--- src/rtl/sfa_pkg.sv ---
// Shared types and constants for the stochastic automaton step block.
// Used by the controller, the datapath and the top level.
package sfa_pkg;

    // Default sizes of the transition table.
    localparam int MAX_STATES_DEF      = 64;
    localparam int SLOTS_PER_STATE_DEF = 8;
    localparam int SYMBOL_BITS_DEF     = 8;

    // Widths of the configuration port.
    localparam int CFG_INDEX_W = 1;
    localparam int CFG_DATA_W  = 16;

    // Input request commands. Code 3 has no meaning and only reports the state.
    typedef enum logic [1:0] {
        CMD_LOAD  = 2'd0,
        CMD_STEP  = 2'd1,
        CMD_FORCE = 2'd2
    } sfa_command_t;

    // Configuration register indexes.
    typedef enum logic [CFG_INDEX_W-1:0] {
        CFG_NUM_STATES      = 1'b0,
        CFG_FAIL_THRESHOLD  = 1'b1
    } sfa_cfg_index_t;

    // Controller states.
    typedef enum logic [2:0] {
        ST_CLEAR,
        ST_IDLE,
        ST_DECIDE,
        ST_SCAN,
        ST_FINISH
    } sfa_state_t;

    // One input request.
    typedef struct packed {
        logic [1:0]  command;
        logic [5:0]  state_index;
        logic [2:0]  slot;
        logic        entry_valid;
        logic [7:0]  entry_symbol;
        logic [5:0]  entry_destination;
        logic [15:0] entry_threshold;
        logic        entry_unconditional;
        logic [7:0]  input_symbol;
        logic [15:0] failure_draw;
        logic [15:0] select_draw;
        logic [15:0] jump_draw;
    } sfa_item_t;

    // One result.
    typedef struct packed {
        logic [5:0] new_state;
        logic       jumped;
        logic       no_match;
        logic [2:0] used_slot;
    } sfa_result_t;

    // Commands from the controller to the datapath.
    typedef struct packed {
        logic clear;
        logic capture;
        logic decide;
        logic scan;
        logic finish;
    } sfa_cmd_t;

    // Status from the datapath to the controller.
    typedef struct packed {
        logic clear_done;
        logic needs_scan;
        logic scan_done;
    } sfa_status_t;

endpackage

--- src/rtl/sfa_ctrl.sv ---
// Controller state machine of the stochastic automaton step block.
// Depends on sfa_pkg for the state, command and status types.
module sfa_ctrl (
    input  logic                clk,
    input  logic                rst_n,
    input  logic                in_valid,
    output logic                in_ready,
    input  logic                out_ready,
    output logic                out_valid,
    input  sfa_pkg::sfa_status_t status,
    output sfa_pkg::sfa_cmd_t   cmd
);

    sfa_pkg::sfa_state_t state_reg, state_next;
    logic                out_valid_reg, out_valid_next;

    // State and output-valid registers.
    always_ff @(posedge clk or negedge rst_n)
    begin
        if (!rst_n)
        begin
            state_reg     <= sfa_pkg::ST_CLEAR;
            out_valid_reg <= 1'b0;
        end
        else
        begin
            state_reg     <= state_next;
            out_valid_reg <= out_valid_next;
        end
    end

    // Next state and datapath commands.
    always_comb
    begin
        state_next = state_reg;
        cmd        = '0;
        in_ready   = 1'b0;
        unique case (state_reg)
            sfa_pkg::ST_CLEAR:
            begin
                cmd.clear = 1'b1;
                if (status.clear_done)
                begin
                    state_next = sfa_pkg::ST_IDLE;
                end
            end
            sfa_pkg::ST_IDLE:
            begin
                in_ready = 1'b1;
                if (in_valid)
                begin
                    cmd.capture = 1'b1;
                    state_next  = sfa_pkg::ST_DECIDE;
                end
            end
            sfa_pkg::ST_DECIDE:
            begin
                cmd.decide = 1'b1;
                state_next = status.needs_scan ? sfa_pkg::ST_SCAN : sfa_pkg::ST_FINISH;
            end
            sfa_pkg::ST_SCAN:
            begin
                cmd.scan = 1'b1;
                if (status.scan_done)
                begin
                    state_next = sfa_pkg::ST_FINISH;
                end
            end
            sfa_pkg::ST_FINISH:
            begin
                // The result moves to the output register once it is free.
                if (!out_valid_reg || out_ready)
                begin
                    cmd.finish = 1'b1;
                    state_next = sfa_pkg::ST_IDLE;
                end
            end
            default:
            begin
                state_next = sfa_pkg::ST_IDLE;
            end
        endcase
    end

    // The output register holds a result until it is taken.
    always_comb
    begin
        if (cmd.finish)
        begin
            out_valid_next = 1'b1;
        end
        else if (out_ready)
        begin
            out_valid_next = 1'b0;
        end
        else
        begin
            out_valid_next = out_valid_reg;
        end
    end

    assign out_valid = out_valid_reg;

endmodule

--- config.mk ---
export PLATFORM = sky130hd
export DESIGN_NAME = sfa_ctrl
export DESIGN_NICKNAME = d
export VERILOG_FILES = /design/src/rtl/sfa_pkg.sv /design/src/rtl/sfa_ctrl.sv
export SDC_FILE = /design/constraint.sdc
export NUM_CORES = 1
export LEC_CHECK = 0
export ABC_AREA = 0
export BUFFER_PORTS_ARGS = -buffer_cell sky130_fd_sc_hd__buf_2
export CORE_AREA = 5 5 42 44
export CTS_BUF_LIST = sky130_fd_sc_hd__clkbuf_4 sky130_fd_sc_hd__clkbuf_8
export CTS_CLUSTER_SIZE = 10
export DETAILED_ROUTE_END_ITERATION = 7
export DIE_AREA = 0 0 47 49
export GPL_TIMING_DRIVEN = 0
export PLACE_DENSITY_LB_ADDON = 0.25
export SYNTH_ARGS = -nofsm -noshare
export SYNTH_HDL_FRONTEND = slang
export SYNTH_SLANG_ARGS = --single-unit
--- constraint.sdc ---
create_clock -name clk -period 2.5 [get_ports clk]
set_input_delay 0.125 -clock clk [delete_from_list [all_inputs] [get_ports clk]]
set_output_delay 0.125 -clock clk [all_outputs]
set_load 0.02 [all_outputs]
* Word level (Yosys, flattened, before mapping)
Index checks and enable logic that the tools add are counted.
Operators by class: equal/unequal tests 8, reductions and logical operators 5, mux-type cells 16
Operators with widths (number):
- 2-to-1 mux 3 bit | 5
- case mux 3 bit (5 select lines) | 1
- 2-to-1 mux 1 bit | 10
- inequality test 2 bit, second input constant | 4
- equality test 3 x 2 -> 1 bit, second input constant | 2
- AND reduction 4 bit | 1
- equality test 3 x 1 -> 1 bit, second input constant | 1
- equality test 3 bit, second input constant | 1
- logical NOT 3 bit | 1
- nonzero test 2 bit | 1
- logical NOT 1 bit | 1
- logical OR 1 bit | 1
Storage, ports and cells: word-level logic and storage cells 31, flip-flop bits (word level) 4, output and inout port bits 7

* Longest topological paths before layout
Gate-level depths: netlist of run 1.
depth after elaboration 5, gate-level depth with buffers 4, depth with buffers taken out 3

* Worst setup path before layout of run 1
OpenSTA, ideal clock, no wires.
path type register to register, from register state_reg[1], to register state_reg[0], library setup time 0.145 ns, cell stages (with the launch flop) 4, data required time 2.355 ns, slack 1.370 ns, data arrival time 0.986 ns, cell sequence dfrtp_1 -> nand3b_1 -> nor2_1 -> a211oi_1
On the way: cells in the longest elaborated chain, start to end 3
Ends and longest elaborated chain:
- start, declared | RTL line sfa_ctrl.sv:14 | sfa_pkg::sfa_state_t state_reg, state_next;
- start signal, assigned | RTL line sfa_ctrl.sv:22 | state_reg <= sfa_pkg::ST_CLEAR;
- start signal, assigned | RTL line sfa_ctrl.sv:27 | state_reg <= state_next;
- equality test 3 bit (tied with other cells) | RTL line sfa_ctrl.sv:38 | unique case (state_reg)
- inequality test 2 bit (no line)
- AND reduction 4 bit (no line)
Several ways; a longest one is shown, not always the timed one. A chain may end at the register's enable or synchronous reset.

==> run metrics, run 1 <==
status finished, final reports clean; Post-Synth Adder-Cell Area 0%; Nets 53; Starting Density about 17%; later-pin clock latency in the skew report 240 ps; Avg Cell Area, Syn about 9 um2; share of layout cells above drive strength 1 47.7%; Final period util approximately 57%; top cell type's share of synthesized area between 40 and 50%; CTS max path bufs 2; crit path cell chain nor2_1, and3_1, buf_4, buf_2; # rows 14; main combinational cell family by area after synthesis simple AND/OR/NAND/NOR gates; max FFs per register 3; Critical Path Fanout Max 6; global routing usage on met2 under 10%; clock power share 19.3%; # H-tree levels 1; Arr. time, crit path 1290 ps; RD Place Congestion about 0.62; core area between 1000 and 1500 um2; Remaining DRCs 0; Sw Share a little under half; P&R area growth vs syn 49.7%; worst hold path type input port to flip-flop; Initial DRC Count 3; clock skew 2.42 ps; Ys Warns 0; Chip Width 47 um; Num CTS Buffers 3; Non-Filler Instances 60; post-synth top area cell dfrtp_1; drt total wl 558 um; WS Path Type flip-flop to output pin; Clk pin slew, worst setup/hold paths 40 ps; placed insts 56; DR WL/cell just over 9 um; Pre-antenna DRT Iters 2; sequential area share after synthesis a little over two fifths; Synth Area in Compound Gates approximately 12%; Max Clk Rate 704 MHz; vias in the first global route between 200 and 300; RSZ-0062 raised after global routing false; maxcap violations 0; Int Pwr 0.000235 W; Post-Syn Instances 27; Post-CTS Setup Bufs 0; CP Capture Type output pin; Final Util 25.3%; xor and xnor area share after synthesis 0%; met1 Use GR 7.83%; simple-gate area share of the yosys netlist between 30% and 40%; DR vias/cell 4.03; Hold Slack ~170 ps; IO Pins 14; TritonCTS clock tree built; Comb power frac 52.7%; diode count 0; initial antenna violation count 0; slowest CP cell dfrtp_1; Final min period roughly 1400 ps; ANT nets after route 0; worst r2r path cells 3; distinct cell type count after synthesis 17; Final Hold Viols 0; final setup fails 0; WP data required between 2000 and 2500 ps; GR peak layer met1; # clock sinks 4; gr ovfl total 0; leakage about 0.19 nW; total track usage between 6 and 7%; post-synthesis mux area share 4.23%; Peak VDD IR ~0.00047 V; CP Launch Type flip-flop; Cell Pwr Density 1210 nW/um2; Die Y about 49 um; worst-margin pin slew about 210 ps; first-pass GRT wire length around 980 um; hold depth 3; largest net degree at the start of global routing 9; dominant cells by area after synthesis dfrtp_1 (42%), buf_4 (6.3%), nor2_1 (6.3%), nand2_1 (4.8%), mux2i_1 (4.2%); #FFs+latches synth 4; max incr delay on CP approximately 430 ps; Mapped Area ~240 um2; max-slew violation count 0; register share of total power around 28%; sum of negative setup slack 0 ps; syn nets 34; CTS root buffer clkbuf_4; vias around 240; DIE AREA 2300 um2; grt met3 use around 5.5%; relative slew slack a little under nine tenths; Sw Pwr between 0.00015 and 0.0002 W; IO buf count 13
[cells in the final DEF (no fill, tap or decap)]
cell | Yosys | final
a211oi_1 | 1 | 1
a21oi_1 | 1 | 1
a21oi_2 | 1 | 1
and3_1 | 1 | 1
buf_2 | 0 | 13
buf_4 | 2 | 2
clkbuf_4 | 0 | 3
dfrtp_1 | 4 | 4
dlygate4sd3_1 | 0 | 1
inv_1 | 1 | 1
mux2i_1 | 1 | 1
nand2_1 | 3 | 3
nand2b_1 | 1 | 1
nand2b_2 | 1 | 1
nand3_1 | 1 | 1
nand3b_1 | 1 | 1
nor2_1 | 4 | 4
nor3_1 | 2 | 2
o21bai_1 | 1 | 1
or2_4 | 1 | 1
[metal layers]
metal | up-vias | routed length (um)
met5 | - | 0
met4 | 0 | 14
met3 | 3 | 84
met2 | 14 | 189
met1 | 101 | 270
li1 | 124 | -
[per-stage QoR]
step | total power (W) | area, um2 | setup slack, ps
2_1_floorplan | 0.000280 | 236 | 1370
3_3_place_gp | 0.000350 | 322 | 1330
3_5_place_dp | 0.000347 | 322 | 1340
4_1_cts | 0.000436 | 354 | 1070
5_1_grt | 0.000467 | 354 | 971
6_report | 0.000428 | 354 | 1080
[final cells by class]
class / count / area (um2)
repair buffers: 14 / 75.1
fillers: 156 / 1050
clock buffers: 3 / 22.5
plain buffers: 2 / 15.0
well taps: 16 / 20.0
flip-flops and latches: 4 / 100
inverters: 1 / 3.75
multi-input cells: 20 / 118
[cell usage after synthesis, drive strengths merged]
| library cell | count |
|---|---|
| inv | 1 |
| o21bai | 1 |
| buf | 2 |
| nor3 | 2 |
| a21oi | 2 |
| and3 | 1 |
| nand2 | 3 |
| a211oi | 1 |
| nand2b | 2 |
| dfrtp | 4 |
| or2 | 1 |
| mux2i | 1 |
| nand3 | 1 |
| nor2 | 4 |
| nand3b | 1 |
[worst max-delay path: cells and delay by family, from the launching register on]
kind          cells  cell delay (ps)
buf+inv           2              240
flops             1              430
simple gates      2              390
[worst paths after layout]
path	startpoint	end	slack [ps]
min in group asynchronous	rst_n	state_reg[0]$_DFFE_PN0P_	220
setup reg to reg	state_reg[0]$_DFFE_PN0P_	state_reg[2]$_DFFE_PN0P_	1450
max in group asynchronous	rst_n	state_reg[2]$_DFFE_PN0P_	2160
setup / recovery	state_reg[1]$_DFFE_PN0P_	cmd[0]	1080
hold / removal	in_valid	state_reg[1]$_DFFE_PN0P_	170
hold reg to reg	state_reg[2]$_DFFE_PN0P_	state_reg[1]$_DFFE_PN0P_	540
[power groups by stage]
| stage | registers [W] | logic (W) | clock network [W] |
|---|---|---|---|
| 4_1_cts | 0.000120 | 0.000228 | 0.0000877 |
| 2_1_floorplan | 0.000119 | 0.000161 | 0 |
| 5_1_grt | 0.000124 | 0.000250 | 0.0000931 |
| 3_3_place_gp | 0.000122 | 0.000228 | 0 |
| 6_report | 0.000120 | 0.000225 | 0.0000826 |
| 3_5_place_dp | 0.000121 | 0.000226 | 0 |
[what timing repair did]
action | 4_1_cts | 5_1_grt
gates resized for setup | 0 | 0
hold buffers | 1 | 0
setup endpoints to repair | 0 | 0
endpoints found under the hold margin | 4 | 0
[cell families after synthesis]
kind of cell / count (synthesis)
AOI/OAI and AO/OA: 4
buffers and inverters: 3
DFF: 4
muxes: 1
and+or+nand+nor: 15
(Power assumes the default switching activity.)
==> run 2, diff against run 1 <==
clock period = 1.41 ns   (was 2.5 ns; I/O delays follow)
==> run 2 against run 1 <==
Compared with the run above:
- hold slack got worse by 54 ps
- critical path depth stayed put
- core utilization rose by 0.27 points
- worst setup slack lost 990 ps
- clock skew hardly changed
- clock power up 77%
- die area is the same
- first-iteration DRC count increased by 100%
- global-route usage did not move
- sequential power increased by 83%
- non-clock buffer count unchanged
- register-to-register slack worse by 1100 ps
- largest cell class unchanged
- largest power group unchanged
==> run metrics, run 2 (same netlist as run 1, synthesis figures left out) <==
Clk pin slew, worst setup/hold paths 40 ps (about the same); IO Pins 14 (unchanged); Post-CTS Setup Bufs 0 (unchanged); final instance area 358 um2 (+1.1%); vias 243 (+0.41%); max-slew violation count 0 (unchanged); TritonCTS clock tree built; Nets 53 (unchanged); Final Hold Viols 0 (unchanged); CP Capture Type output pin; Peak VDD IR 0.000852 V (+81%); Cell Pwr Density 2150 nW/um2 (+78%); maxcap violations 0 (unchanged); # H-tree levels 1 (unchanged); Final min period roughly 1300 ps; Num CTS Buffers 3 (unchanged); worst hold path type input port to flip-flop; vias in the first global route 265 (unchanged); first-pass GRT wire length 979 um (unchanged); share of layout cells above drive strength 1 52.3% (+4.5 points); total power 0.000769 W (+80%); ANT nets after route 0 (unchanged); DIE AREA 2300 um2 (unchanged); gr ovfl total 0 (unchanged); status finished, final reports clean; Remaining DRCs 0 (unchanged); final setup fails 0 (unchanged); core area 1400 um2 (unchanged); Max Clk Rate approximately 760 MHz; diode count 0 (unchanged); # rows 14 (unchanged); initial antenna violation count 0 (unchanged); placed cell area 322 um2 (unchanged); sum of negative setup slack 0 ps (unchanged); later-pin clock latency in the skew report 240 ps (about the same); hold depth 3 (unchanged); IO buf count 13 (unchanged); Arr. time, crit path 1250 ps (-40 ps); P&R area growth vs syn 51.3%; most common cell after layout, fill and taps aside buf_2; Critical Path Fanout Max 7 (+1); leakage 0.191 nW (-0.70%); Chip Width 47 um (unchanged); placed insts 56 (unchanged); footprint of the multi-input gates 120 um2 (+2.1%); max FFs per register 3 (unchanged); Pre-antenna DRT Iters 2 (unchanged); total track usage 6.59% (unchanged); hold wc startpoint in_valid; Sequential Area 101 um2 (+1.2%); CTS root buffer clkbuf_4; Non-Filler Instances 60 (unchanged); relative slew slack 85.6% (-0.19 points); Initial DRC Count 6 (+3); largest net degree at the start of global routing 9 (unchanged); CP Launch Type flip-flop; commonest cells after routing, fill and taps aside buf_2 (13), nor2_1 (3), nand2_1 (3), clkbuf_4 (3), dfrtp_1 (3); DR WL/cell 9.28 um (-0.18%); WP data required 1340 ps (-1040 ps); RR Startpoint state_reg[0]$_DFFE_PN0P_; CTS max path bufs 2 (unchanged); clock skew 2.52 ps (+0.105 ps); DR vias/cell 4.05 (+0.41%); Final period util 93.5%; Starting Density 16.9% (unchanged); worst r2r path cells 3 (unchanged); reg2reg end state_reg[2]$_DFFE_PN0P_; R2R setup slack 370 ps (-1080 ps); RSZ-0062 raised after global routing false; WS Path Type flip-flop to output pin; drt total wl 557 um (-0.18%); FILL cells 154 (-1.3%); Die Y 49 um (unchanged); RD Place Congestion 0.620 (unchanged); worst-margin pin slew 215 ps (+2.83 ps); Worst Hold End state_reg[1]$_DFFE_PN0P_; # clock sinks 4 (unchanged)
[run 2: metrics by stage]
step	hold WS [ps]	utilization [%]	setup slack (ps)
after floorplan	-225	-	280
after global placement	-122	22.9	299
after detailed placement	-121	22.9	305
after CTS	105	25.3	35.3
after global routing	120	25.5	0.543
final	114	25.5	92.0
[run 2: cell type report]
class,instances,area share [%]
multi-input combinational,20,33.6
inverter,1,1.05
timing repair buffer,14,21.0
sequential,4,28.3
buffer,2,4.20
clock buffer,3,6.29
tap,16,5.59
[run 2: how the worst max path moves through the flow]
| stage | from | to | slack [ps] | depth (start not counted) |
|---|---|---|---|---|
| 6_report | state_reg[0]$_DFFE_PN0P_ | cmd[0] | 90 | 4 |
| 3_3_place_gp | state_reg[1]$_DFFE_PN0P_ | cmd[0] | 300 | 4 |
| 2_1_floorplan | state_reg[1]$_DFFE_PN0P_ | state_reg[0]$_DFFE_PN0P_ | 280 | 3 |
| 4_1_cts | state_reg[1]$_DFFE_PN0P_ | cmd[0] | 40 | 4 |
| 5_1_grt | state_reg[0]$_DFFE_PN0P_ | cmd[0] | 0.5 | 4 |
| 3_5_place_dp | state_reg[0]$_DFFE_PN0P_ | cmd[0] | 300 | 4 |
[run 2: layer usage]
layer | vias up | track usage, % | part of all wire, %
met3 | 3 | 5.54 | 15
met5 | - | 0 | 0
met2 | 14 | 7.01 | 34
met4 | 0 | 5.53 | 2.5
met1 | 101 | 7.83 | 48
li1 | 125 | - | -
[run 2: critical path, cell delays in order (launching register included)]
cell and delay, ps:
dfrtp_2 440, nor2_2 160, and3_1 170, buf_4 90, buf_2 150
[run 2: power breakdown]
group | switching [W] | internal (W) | total, W
Sequential | 0.0000568 | 0.000163 | 0.000220
Combinational | 0.000238 | 0.000164 | 0.000403
Clock | 0.0000508 | 0.0000955 | 0.000146
Total | 0.000346 | 0.000423 | 0.000769
[run 2: what timing repair did]
| item | 4_1_cts | 5_1_grt |
|---|---|---|
| hold endpoints to repair | 4 | 0 |
| hold buffers | 1 | 0 |
| endpoints found under the setup margin | 0 | 1 |
| resized for setup | 0 | 2 |
==> run 3, diff against run 2 <==
RECOVER_POWER = 25   (was not set)
TNS_END_PERCENT = 20   (was not set)
==> run 3 against run 2 <==
Compared with the run above:
- register-to-register slack hardly changed
- worst setup slack about the same
- sequential cell count did not move
- first-iteration DRC count unchanged
- via count unchanged
- power about the same
- die area is the same
- wire length fell by 0.36%
- non-clock buffer count unchanged
- sequential share of layout area up 0.099 points
- largest cell class unchanged
- largest power group unchanged
- highest routed layer unchanged
==> run metrics, run 3 (same netlist as run 1, synthesis figures left out) <==
Sw Share 45.0% (about the same); Final min period 1320 ps (+0.0189 ps); clock skew 2.52 ps (-0.0000300 ps); total power 0.000768 W (about the same); max incr delay on CP 440 ps (about the same); slowest CP cell dfrtp_2; Num CTS Buffers 3 (unchanged); Clk pin slew, worst setup/hold paths 40 ps (about the same); Max Clk Rate 759 MHz (about the same); Post-CTS Setup Bufs 0 (unchanged); share of layout cells above drive strength 1 50.0% (-2.3 points); Chip Width 47 um (unchanged); RSZ-0062 raised after global routing false; Int Pwr 0.000422 W (about the same); P&R area growth vs syn 50.8%; Initial DRC Count 6 (unchanged); final setup fails 0 (unchanged); DR WL/cell 9.25 um (-0.36%); commonest cells after routing, fill and taps aside buf_2 (12), nor2_1 (3), nand2_1 (3), clkbuf_4 (3), dfrtp_1 (3); Cell Pwr Density 2150 nW/um2 (+0.30%); Starting Density 16.9% (unchanged); Nets 53 (unchanged); worst hold path type input port to flip-flop; Pre-antenna DRT Iters 2 (unchanged); Arr. time, crit path 1250 ps (about the same); crit path cell chain nor2_2, and3_1, buf_4, buf_2; WS Path Type flip-flop to output pin; first-pass GRT wire length 979 um (unchanged); gr ovfl total 0 (unchanged); most common cell after layout, fill and taps aside buf_2; total track usage 6.59% (unchanged); DR vias/cell 4.05 (unchanged); diode count 0 (unchanged); # H-tree levels 1 (unchanged); Final Util 25.4% (-0.089 points); Comb power frac 52.4% (about the same); TritonCTS clock tree built; # clock sinks 4 (unchanged); vias in the first global route 265 (unchanged); DIE AREA 2300 um2 (unchanged); RD Place Congestion 0.620 (unchanged); CTS root buffer clkbuf_4; Sequential Area 101 um2 (unchanged); relative slew slack 85.6% (unchanged); vias 243 (unchanged); Die Y 49 um (unchanged); Final Hold Viols 0 (unchanged); register share of total power 28.6% (about the same); maxcap violations 0 (unchanged); initial antenna violation count 0 (unchanged); sum of negative setup slack 0 ps (unchanged); Sw Pwr 0.000346 W (about the same); CP Capture Type output pin; IO buf count 13 (unchanged); CTS max path bufs 2 (unchanged); later-pin clock latency in the skew report 240 ps (about the same); max FFs per register 3 (unchanged); largest net degree at the start of global routing 9 (unchanged); max-slew violation count 0 (unchanged); clock power share 19.0% (about the same); status finished, final reports clean; core area 1400 um2 (unchanged); ANT nets after route 0 (unchanged); leakage 0.189 nW (-1.4%); FILL cells 155 (+0.65%); Peak VDD IR 0.000852 V (about the same); footprint of the multi-input gates 120 um2 (unchanged); Critical Path Fanout Max 7 (unchanged); worst-margin pin slew 215 ps (+0.000119 ps); CP Launch Type flip-flop; IO Pins 14 (unchanged); # rows 14 (unchanged); Remaining DRCs 0 (unchanged); Final period util 93.5% (about the same); drt total wl 555 um (-0.36%); WP data required 1340 ps (about the same)
## run 3: cell count changes in the layout (fill, tap and decap cells not counted)
cell | previous run | this run
buf_2 | 13 | 12
clkbuf_1 | 0 | 1
## run 3: area by class of cell
class	count	area share, %
repair buffers	14	20.7
clock buffers	3	6.32
multi-input cells	20	33.7
plain buffers	2	4.21
well taps	16	5.61
inverters	1	1.05
flip-flops and latches	4	28.4
## run 3: repair_timing
action,4_1_cts,5_1_grt
hold endpoints to repair,4,0
endpoints found under the setup margin,0,1
gates resized for setup,0,2
hold buffers,1,0
## run 3: layer usage
layer / global-route usage [%] / up-vias / share of wire, %
li1: - / 125 / -
met1: 7.83 / 101 / 48
met2: 7.01 / 14 / 34
met3: 5.54 / 3 / 15
met4: 5.53 / 0 / 2.5
met5: 0 / - / 0
## run 3: metrics by stage
step / area [um2] / hold WS (ps) / setup slack, ps / cells
after floorplan: 236 / -225 / 280 / 27
after global placement: 322 / -122 / 299 / 56
after detailed placement: 322 / -121 / 305 / 56
after CTS: 354 / 105 / 35.3 / 60
after global routing: 357 / 120 / 0.543 / 60
final: 357 / 114 / 92.0 / 60
## run 3: worst paths after layout
path,start,to,slack [ps],cells past startpoint
hold / removal,in_valid,state_reg[1]$_DFFE_PN0P_,110,3
setup reg to reg,state_reg[0]$_DFFE_PN0P_,state_reg[2]$_DFFE_PN0P_,370,3
hold reg to reg,state_reg[2]$_DFFE_PN0P_,state_reg[1]$_DFFE_PN0P_,540,2
min in group asynchronous,rst_n,state_reg[1]$_DFFE_PN0P_,190,2
max in group asynchronous,rst_n,state_reg[0]$_DFFE_PN0P_,1020,2
setup / recovery,state_reg[0]$_DFFE_PN0P_,cmd[0],90,4
## run 3: power groups by stage
stage	clock, W	combinational [W]	sequential [W]
global route	0.000165	0.000446	0.000228
global placement	0	0.000405	0.000217
CTS	0.000155	0.000404	0.000214
finish	0.000146	0.000402	0.000220
floorplan	0	0.000285	0.000212
detailed placement	0	0.000401	0.000215
## run 3: worst max-delay path: cells and delay by family (launching register included)
kind                   cells  cell delay (ps)
DFF                        1              440
and+or+nand+nor            2              330
buffers and inverters      2              240
